$ cat config.mk
export PLATFORM = sky130hd
export DESIGN_NAME = pm_sensor_frame_checker_averager
export DESIGN_NICKNAME = d
export VERILOG_FILES = /design/src/rtl/pmfca_pkg.sv /design/src/rtl/pm_sensor_frame_checker_averager.sv /design/src/rtl/pmfca_frame.sv /design/src/rtl/pmfca_avg.sv
export SDC_FILE = /design/constraint.sdc
export NUM_CORES = 1
export LEC_CHECK = 0
export BUFFER_PORTS_ARGS = -buffer_cell sky130_fd_sc_hd__buf_2
export CORE_MARGIN = 4
export CORE_UTILIZATION = 40
export DETAILED_ROUTE_END_ITERATION = 10
export PLACE_DENSITY = 0.64
export SKIP_CTS_REPAIR_TIMING = 1
export SYNTH_ARGS = -nofsm -noshare
export SYNTH_HDL_FRONTEND = slang
export SYNTH_HIERARCHICAL = 1
export SYNTH_SLANG_ARGS = --single-unit
$ cat constraint.sdc
create_clock -name clk -period 6.27 [get_ports clk]
set_input_delay 1.5675 -clock clk [delete_from_list [all_inputs] [get_ports clk]]
set_output_delay 1.5675 -clock clk [all_outputs]
set_load 0.01 [all_outputs]
$ cat src/rtl/pmfca_pkg.sv
// Package with the shared constants and types of the PM2.5 frame checker and averager.
`default_nettype none
package pmfca_pkg;

  localparam int AVG_COUNT_DEFAULT = 5;
  localparam logic [7:0] MAX_FRAME_BYTES = 8'd255;

  localparam logic [7:0] HDR_B0 = 8'h16;
  localparam logic [7:0] HDR_B1 = 8'h11;
  localparam logic [7:0] HDR_B2 = 8'h0B;

  localparam logic [7:0] POS_HDR0 = 8'd0;
  localparam logic [7:0] POS_HDR1 = 8'd1;
  localparam logic [7:0] POS_HDR2 = 8'd2;
  localparam logic [7:0] POS_PM_HI = 8'd5;
  localparam logic [7:0] POS_PM_LO = 8'd6;
  localparam logic [7:0] MIN_HDR_BYTES = 8'd3;

  typedef struct packed {
    logic        hdr_ok;
    logic        sum_ok;
    logic        accepted;
    logic [15:0] sample;
  } frame_res_t;

endpackage
`default_nettype wire

$ cat src/rtl/pm_sensor_frame_checker_averager.sv
// Top level of the PM2.5 sensor frame checker and averager.
// Accepts one received byte per clock cycle when out_stall allows, with a
// sustained rate of one beat per cycle. Each byte passes an input register,
// the frame check stage, the group accumulation stage, the divide multiplier
// stage and the result register, in that order, before a frame result
// appears at the output. Bytes that are not the last of a frame produce
// no result beat. A result beat waiting at the output does not block input
// until the internal stages behind it are full.
`default_nettype none
module pm_sensor_frame_checker_averager #(
  parameter int AVG_COUNT = pmfca_pkg::AVG_COUNT_DEFAULT
) (
  input  wire logic        clk,
  input  wire logic        rst,
  input  wire logic        in_valid,
  output logic             in_stall,
  input  wire logic [7:0]  rx_byte,
  input  wire logic        frame_end,
  output logic             out_valid,
  input  wire logic        out_stall,
  output logic             header_ok,
  output logic             checksum_ok,
  output logic             frame_accepted,
  output logic [15:0]      pm25_sample,
  output logic [15:0]      avg_pm25,
  output logic             avg_valid
);
  import pmfca_pkg::*;

  logic       res_valid;
  frame_res_t res;
  logic       res_ready;

  pmfca_frame u_frame (
    .clk       (clk),
    .rst       (rst),
    .in_valid  (in_valid),
    .in_stall  (in_stall),
    .rx_byte   (rx_byte),
    .frame_end (frame_end),
    .res_valid (res_valid),
    .res       (res),
    .res_ready (res_ready)
  );

  pmfca_avg #(
    .AVG_COUNT (AVG_COUNT)
  ) u_avg (
    .clk            (clk),
    .rst            (rst),
    .res_valid      (res_valid),
    .res            (res),
    .res_ready      (res_ready),
    .out_valid      (out_valid),
    .out_stall      (out_stall),
    .header_ok      (header_ok),
    .checksum_ok    (checksum_ok),
    .frame_accepted (frame_accepted),
    .pm25_sample    (pm25_sample),
    .avg_pm25       (avg_pm25),
    .avg_valid      (avg_valid)
  );

endmodule
`default_nettype wire

$ cat src/rtl/pmfca_frame.sv
// Input register and per-frame header, checksum and PM2.5 capture logic.
`default_nettype none
module pmfca_frame (
  input  wire logic                clk,
  input  wire logic                rst,
  input  wire logic                in_valid,
  output logic                     in_stall,
  input  wire logic [7:0]          rx_byte,
  input  wire logic                frame_end,
  output logic                     res_valid,
  output pmfca_pkg::frame_res_t    res,
  input  wire logic                res_ready
);
  import pmfca_pkg::*;

  logic       v0;
  logic [7:0] b0;
  logic       e0;
  logic       en0;
  logic       en1;
  logic       move0;

  logic [7:0]  byte_count;
  logic [7:0]  running_sum;
  logic        header_match;
  logic [15:0] pm_capture;

  logic [7:0]  byte_count_next;
  logic        header_match_next;
  logic [15:0] pm_capture_next;
  frame_res_t  res_next;

  assign en1      = !res_valid || res_ready;
  assign en0      = !v0 || en1;
  assign move0    = v0 && en1;
  assign in_stall = !en0;

  always_ff @(posedge clk) begin
    if (rst) begin
      v0 <= 1'b0;
    end else if (en0) begin
      v0 <= in_valid;
    end
  end

  always_ff @(posedge clk) begin
    if (en0) begin
      b0 <= rx_byte;
      e0 <= frame_end;
    end
  end

  always_comb begin
    header_match_next = header_match;
    if (byte_count == POS_HDR0 && b0 != HDR_B0) header_match_next = 1'b0;
    if (byte_count == POS_HDR1 && b0 != HDR_B1) header_match_next = 1'b0;
    if (byte_count == POS_HDR2 && b0 != HDR_B2) header_match_next = 1'b0;
    pm_capture_next = pm_capture;
    if (byte_count == POS_PM_HI) pm_capture_next[15:8] = b0;
    if (byte_count == POS_PM_LO) pm_capture_next[7:0] = b0;
    byte_count_next = (byte_count < MAX_FRAME_BYTES) ? byte_count + 8'd1 : byte_count;

    res_next.hdr_ok   = header_match_next && (byte_count_next >= MIN_HDR_BYTES);
    res_next.sum_ok   = ((8'd0 - running_sum) == b0);
    res_next.accepted = res_next.hdr_ok && res_next.sum_ok;
    res_next.sample   = pm_capture_next;
  end

  always_ff @(posedge clk) begin
    if (rst) begin
      byte_count   <= '0;
      running_sum  <= '0;
      header_match <= 1'b1;
      pm_capture   <= '0;
    end else if (move0) begin
      if (e0) begin
        byte_count   <= '0;
        running_sum  <= '0;
        header_match <= 1'b1;
        pm_capture   <= '0;
      end else begin
        byte_count   <= byte_count_next;
        running_sum  <= running_sum + b0;
        header_match <= header_match_next;
        pm_capture   <= pm_capture_next;
      end
    end
  end

  always_ff @(posedge clk) begin
    if (rst) begin
      res_valid <= 1'b0;
    end else if (en1) begin
      res_valid <= move0 && e0;
    end
  end

  always_ff @(posedge clk) begin
    if (en1) begin
      res <= res_next;
    end
  end

endmodule
`default_nettype wire

$ cat src/rtl/pmfca_avg.sv
// Sample grouping, divide by the group size and the result register.
`default_nettype none
module pmfca_avg #(
  parameter int AVG_COUNT = pmfca_pkg::AVG_COUNT_DEFAULT
) (
  input  wire logic                clk,
  input  wire logic                rst,
  input  wire logic                res_valid,
  input  wire pmfca_pkg::frame_res_t res,
  output logic                     res_ready,
  output logic                     out_valid,
  input  wire logic                out_stall,
  output logic                     header_ok,
  output logic                     checksum_ok,
  output logic                     frame_accepted,
  output logic [15:0]              pm25_sample,
  output logic [15:0]              avg_pm25,
  output logic                     avg_valid
);
  import pmfca_pkg::*;

  localparam int LOG_D  = $clog2(AVG_COUNT);
  localparam int TOT_W  = 16 + LOG_D;
  localparam int SHIFT  = TOT_W + LOG_D;
  localparam int POS_W  = (AVG_COUNT > 1) ? LOG_D : 1;
  localparam int PROD_W = TOT_W + SHIFT + 1;
  localparam longint unsigned MUL_L = ((64'd1 << SHIFT) + AVG_COUNT - 1) / AVG_COUNT;
  localparam logic [SHIFT:0] MUL = MUL_L[SHIFT:0];
  localparam logic [POS_W-1:0] POS_LAST = POS_W'(AVG_COUNT - 1);

  logic en2;
  logic en3;
  logic en_o;

  logic [POS_W-1:0] ring_pos;
  logic [TOT_W-1:0] group_acc;
  logic [TOT_W-1:0] total_next;
  logic             wrap_next;

  logic             v2;
  frame_res_t       res2;
  logic [TOT_W-1:0] total2;
  logic             wrap2;

  logic              v3;
  frame_res_t        res3;
  logic [PROD_W-1:0] prod3;
  logic              wrap3;

  logic [15:0] avg_store;
  logic        avg_flag;
  logic [15:0] avg_store_next;

  assign en_o      = !out_valid || !out_stall;
  assign en3       = !v3 || en_o;
  assign en2       = !v2 || en3;
  assign res_ready = en2;

  assign total_next = group_acc + TOT_W'(res.sample);
  assign wrap_next  = res.accepted && (ring_pos == POS_LAST);

  always_ff @(posedge clk) begin
    if (rst) begin
      ring_pos  <= '0;
      group_acc <= '0;
    end else if (res_valid && en2 && res.accepted) begin
      if (ring_pos == POS_LAST) begin
        ring_pos  <= '0;
        group_acc <= '0;
      end else begin
        ring_pos  <= ring_pos + POS_W'(1);
        group_acc <= total_next;
      end
    end
  end

  always_ff @(posedge clk) begin
    if (rst) begin
      v2 <= 1'b0;
      v3 <= 1'b0;
    end else begin
      if (en2) v2 <= res_valid;
      if (en3) v3 <= v2;
    end
  end

  always_ff @(posedge clk) begin
    if (en2) begin
      res2   <= res;
      total2 <= total_next;
      wrap2  <= wrap_next;
    end
    if (en3) begin
      res3  <= res2;
      prod3 <= PROD_W'(total2) * PROD_W'(MUL);
      wrap3 <= wrap2;
    end
  end

  assign avg_store_next = wrap3 ? prod3[SHIFT +: 16] : avg_store;

  always_ff @(posedge clk) begin
    if (rst) begin
      out_valid <= 1'b0;
      avg_store <= '0;
      avg_flag  <= 1'b0;
    end else if (en_o) begin
      out_valid <= v3;
      if (v3) begin
        avg_store <= avg_store_next;
        avg_flag  <= avg_flag || wrap3;
      end
    end
  end

  always_ff @(posedge clk) begin
    if (en_o) begin
      header_ok      <= res3.hdr_ok;
      checksum_ok    <= res3.sum_ok;
      frame_accepted <= res3.accepted;
      pm25_sample    <= res3.sample;
      avg_pm25       <= avg_store_next;
      avg_valid      <= avg_flag || wrap3;
    end
  end

endmodule
`default_nettype wire

[Yosys cells after proc, flatten, opt, wreduce, memory -nomap -nowiden]
Cells that the tools add are included.
Word-level totals
  bits in registers: 238
  word-level logic and storage cells: 92
Operators by class
  add/subtract/negate cells: 5
  multipliers: 1
  order comparisons: 2
  equal/unequal tests: 9
  mux-type cells: 13
  reductions and logical operators: 25
Operators with widths (number)
  2-to-1 mux 8 bit: 5
  multiplier 19 x 20 -> 38 bit (second input constant): 1
  2-to-1 mux 16 bit: 2
  adder 19 x 16 -> 19 bit: 1
  2-to-1 mux 19 bit: 1
  == test 8 x 3 -> 1 bit (second input constant): 2
  != test 8 x 5 -> 1 bit (second input constant): 2
  logical AND 1 bit: 10
  adder 8 x 1 -> 8 bit (second input constant): 1
  adder 8 bit: 1
  == test 8 x 1 -> 1 bit (second input constant): 1
  == test 8 x 2 -> 1 bit (second input constant): 1
  == test 8 bit: 1
  >= comparator 8 x 2 -> 1 bit (second input constant): 1
  zero test 8 bit: 1
  < comparator 8 bit (second input constant): 1
  != test 8 x 4 -> 1 bit (second input constant): 1
  subtractor 1 x 8 -> 8 bit (first input constant): 1
  zero test 1 bit: 7
  logical OR 1 bit: 6
  2-to-1 mux 1 bit: 4
  adder 3 x 1 -> 3 bit (second input constant): 1
  == test 3 bit (second input constant): 1
  2-to-1 mux 3 bit: 1
  AND reduction 2 bit: 1

[Longest topological paths before layout]
  depth after elaboration: 7
  gate-level depth with buffers: 22
  depth with buffers taken out: 21

[Cells and area by module]
The synthesis kept the hierarchy.
By module, submodules not included
  pmfca_avg: instances 1, cells an instance 1019, area an instance 11502.3 um^2, seq. area each 4174.0 um^2
  pmfca_frame: instances 1, cells an instance 306, area an instance 3158.0 um^2, seq. area each 1541.5 um^2

[Least setup slack after synthesis]
OpenSTA, ideal clock, no wires.
  path kind: reg-to-reg
  start: register u_avg.total2[8]
  end: register u_avg.prod3[37] (data pin)
  data arrival time: 5.055 ns
  data required time: 6.007 ns
  slack: 0.953 ns
  cell stages (with the launch flop): 21
  path buffers: 0
  cell sequence: edfxtp_1 inv_1 ha_1 inv_1 fa_1 inv_1 fa_1 fa_1 inv_1 fa_1 inv_1 fa_1 inv_1 ha_1 nand2_2 nor3_2 nand4_1 o211a_1 o21a_1 o41ai_2 xnor2_1
On the way
  longest elaborated chain between the ends: 1
Ends and longest elaborated chain
  from (decl): RTL line pmfca_avg.sv:42  | logic [TOT_W-1:0] total2;
  from (signal assigned): RTL line pmfca_avg.sv:90  | total2 <= total_next;
  multiplier 19 x 20 -> 38 bit: RTL line pmfca_avg.sv:95  | prod3 <= PROD_W'(total2) * PROD_W'(MUL);
  to (signal assigned): RTL line pmfca_avg.sv:95
  to (decl): RTL line pmfca_avg.sv:47  | logic [PROD_W-1:0] prod3;
No other way between the ends.
A chain may end at the register's enable or synchronous reset.

[Worst setup path in the final report]
Ends and elaborated chain as after synthesis.

==> summary.txt <==
STA
  – Final worst path period need: between 5 and 6 ns
  – Final WS setup: about 0.46 ns
  – RSZ-0062 raised after global routing: no
  – Setup_tns: 0 ns
  – Final worst-path cycle share: between 90% and 100%
  – Hold Fails Final Rpt: 0
  – Clock skew: ~0.025 ns
  – Max Fclk: between 150 and 200 MHz
  – WHS: just over 0.4 ns
  – Slew HR: 29.9%
  – Final slew viol count: 0
  – Least-Margin Pin Slew: ~1.1 ns
  – Finish-stage setup viols: 0

Route
  – Via count: roughly 9400
  – Post-DRT Antenna Nets: 0
  – # DRC: 0
  – Vias/cell: ~5.1
  – 1st-iter DRT viols: approximately 460
  – DRT Pass-1 Iters: 5
  – Total wire length: just over 30000 um
  – WL/cell: between 15 and 20 um

Finish
  – # fillers: around 3300
  – Fin nets: around 1700
  – Share of cells above drive strength 1: 11.7%
  – Area growth from synthesis to layout: 11.0%
  – Final Instance Area: between 0.015 and 0.02 mm^2
  – Ant diodes: 0
  – Area occupied by multi-input gates: roughly 0.0080 mm^2
  – Register area: around 0.0057 mm^2

Synthesis
  – Synth async-reset ratio: 0%
  – Cell with the most instances after synthesis: inv_1
  – Most used DFF post-synth: edfxtp_1
  – Commonest cells in the netlist: inv_1, ha_1, edfxtp_1, fa_1, nor2_1
  – Synth top area cells: edfxtp_1, ha_1, fa_1, dfxtp_1, inv_1
  – Cells after synthesis: ~1300
  – EDFF count, synth: approximately 140
  – Seq cells post-synth: roughly 220
  – Largest area contributor in the netlist: edfxtp_1
  – Syn_area_per_cell: 11.1 um^2
  – Post-Syn Area: roughly 0.015 mm^2
  – Syn Nets: approximately 1600
  – Sequential-to-total area share from yosys stat: between 30% and 40%
  – Yosys warns: 6
  – Share of the synthesized area in the top cell type: between 20 and 30%
  – Cell variety after synth: 78

Critical path
  – CP Launch Point: u_avg/total2[8]$_DFFE_PN_
  – Crit path max fanout: 7
  – CP endpoint kind: flop
  – Launching point of the worst reg2reg path: u_avg/total2[8]$_DFFE_PN_
  – CP arrival: about 6.1 ns
  – Setup CP Type: reg2reg
  – Data required, critical path: about 6.5 ns
  – Startpoint Class: flop

Place
  – Port bufs: 50
  – Placed Area: 0.0154 mm^2
  – DPL Wire Length: 24100 um
  – Post-Place Setup Slack: between 0.4 and 0.5 ns
  – Placer Congestion: 0.897

Floorplan
  – Height of the die: 199 um
  – Die footprint: 0.0398 mm^2
  – Initial Utilization: 40.9%
  – I/O Pins: 51
  – Rows: 69
  – Die W: 199 um
  – Core area: between 0.03 and 0.04 mm^2

Global route
  – GR Util All Layers: roughly 16%
  – First-pass GRT wire length: about 50000 um
  – GRT met2 Usage: about a quarter
  – Most used routing layer: met2
  – Antenna violations before repair: 0
  – Number of global-route vias before repair: 9537
  – GRT met1 Usage: approximately 22%
  – Largest net degree at the start of global routing: 43
  – Total gr overflow: 0
  – GRT met3 Usage: between 2 and 2.5%

Clocking
  – Clock Pin Slew Worst Setup and Hold Paths: about 0.060 ns
  – Sink Count: 216
  – CTS tree: done
  – H-tree levels: 1
  – Clk_lat worst skew: 0.54 ns
  – Num CTS Buffers: 24
  – Root buffer cell: clkbuf_16
  – Clock Path Buffers: 3

Worst hold path
  – Hold_sp: u_avg/res3[7]$_DFFE_PP_
  – Worst hold path type: reg2reg

Power and ir drop
  – Tot Pwr: 3.06 mW
  – Worst vdd ir: a little under 200 uV
  – LEAKAGE: between 7 and 8 nW
  – Pwr/cell area: ~190 mW/mm^2

Flow run
  – Max Cap Violations: 0

Run status
  – Run status: finished clean
==> where the power goes <==
group | switching, mW | internal, mW | leakage, nW | total (mW)
clock | 0.562 | 0.911 | 0.422 | 1.47
combinational | 0.0406 | 0.0276 | 5.08 | 0.0681
sequential | 0.0154 | 1.51 | 2.32 | 1.52
total | 0.618 | 2.44 | 7.82 | 3.06
==> logic make-up (layout without fill, tap and decap cells) <==
logic type               Yosys count  in the layout  synth area share [%]
adder cells (fa/ha/maj)          264            264                  27.7
buffers and inverters            260            328                  6.78
AND/OR/NAND/NOR                  246            246                  8.85
AO/OA/AOI/OAI                    234            234                  10.7
flip-flops                       216            216                  39.0
XOR/XNOR                          53             53                  3.17
multiplexers                      52             52                  3.82
==> layout by cell type, fill, tap and decap left out, types with 18 or more instances in the layout <==
master and count:
nor2_1 86, o21ai_0 27, a21oi_1 74, buf_2 50
inv_1 227, edfxtp_1 139, xnor2_1 34, nand2_1 43
clkbuf_16 27, mux2_2 32, dfxtp_1 77, mux2i_1 20
fa_1 100, nand3_1 18, ha_1 164, a22oi_1 24
xor2_1 19
==> metal layers <==
metal | share of wire (%) | vias to the layer above | wire length (um)
li1 | - | 4669 | -
met1 | 47 | 4549 | 14300
met2 | 47 | 177 | 14500
met3 | 3.7 | 33 | 1130
met4 | 1.9 | 0 | 590
met5 | 0 | - | 0
==> critical path: stages (launching register included) <==
cell and delay (ns):
edfxtp_1 0.42, inv_1 0.06, ha_1 0.27, inv_1 0.07, fa_1 0.57, inv_1 0.10
fa_1 0.52, fa_1 0.55, inv_1 0.05, fa_1 0.52, inv_1 0.05, fa_1 0.52
inv_1 0.04, ha_1 0.43, nand2_2 0.09, nor3_2 0.24, nand4_1 0.17, o211a_1 0.25
o21a_1 0.16, o41ai_2 0.33, xnor2_1 0.11
==> sequential cells by signal, summed over array words and instances (netlist names), 19 cells and up <==
signal           cells
u_avg/group_acc     19
u_avg/res2          19
u_avg/res3          19
u_avg/total2        19
u_frame/res         19
==> stage by stage <==
| step | cells | utilization [%] |
|---|---|---|
| floorplan | 1325 | - |
| CTS | 1854 | 45.4 |
| global placement | 1810 | 43.0 |
| finish | 1854 | 45.4 |
| detailed placement | 1810 | 43.0 |
| global route | 1854 | 45.4 |
==> worst paths after layout <==
check / endpoint / slack (ns) / cells past startpoint
hold / removal: u_avg/pm25_sample[7]$_DFFE_PN_ / 0.42 / 0
hold reg to reg: u_avg/pm25_sample[7]$_DFFE_PN_ / 0.42 / 0
setup reg to reg: u_avg/prod3[37]$_DFFE_PP_ / 0.46 / 20
setup / recovery: u_avg/prod3[37]$_DFFE_PP_ / 0.46 / 20
==> cell type report <==
type	count	area share [%]
repair buffers	57	1.86
multi-input cells	849	48.9
flip-flops and latches	216	35.1
clock inverters	12	1.02
inverters	227	5.24
clock buffers	32	4.27
well taps	461	3.55
Note: power is estimated with default switching activity, not from simulation.
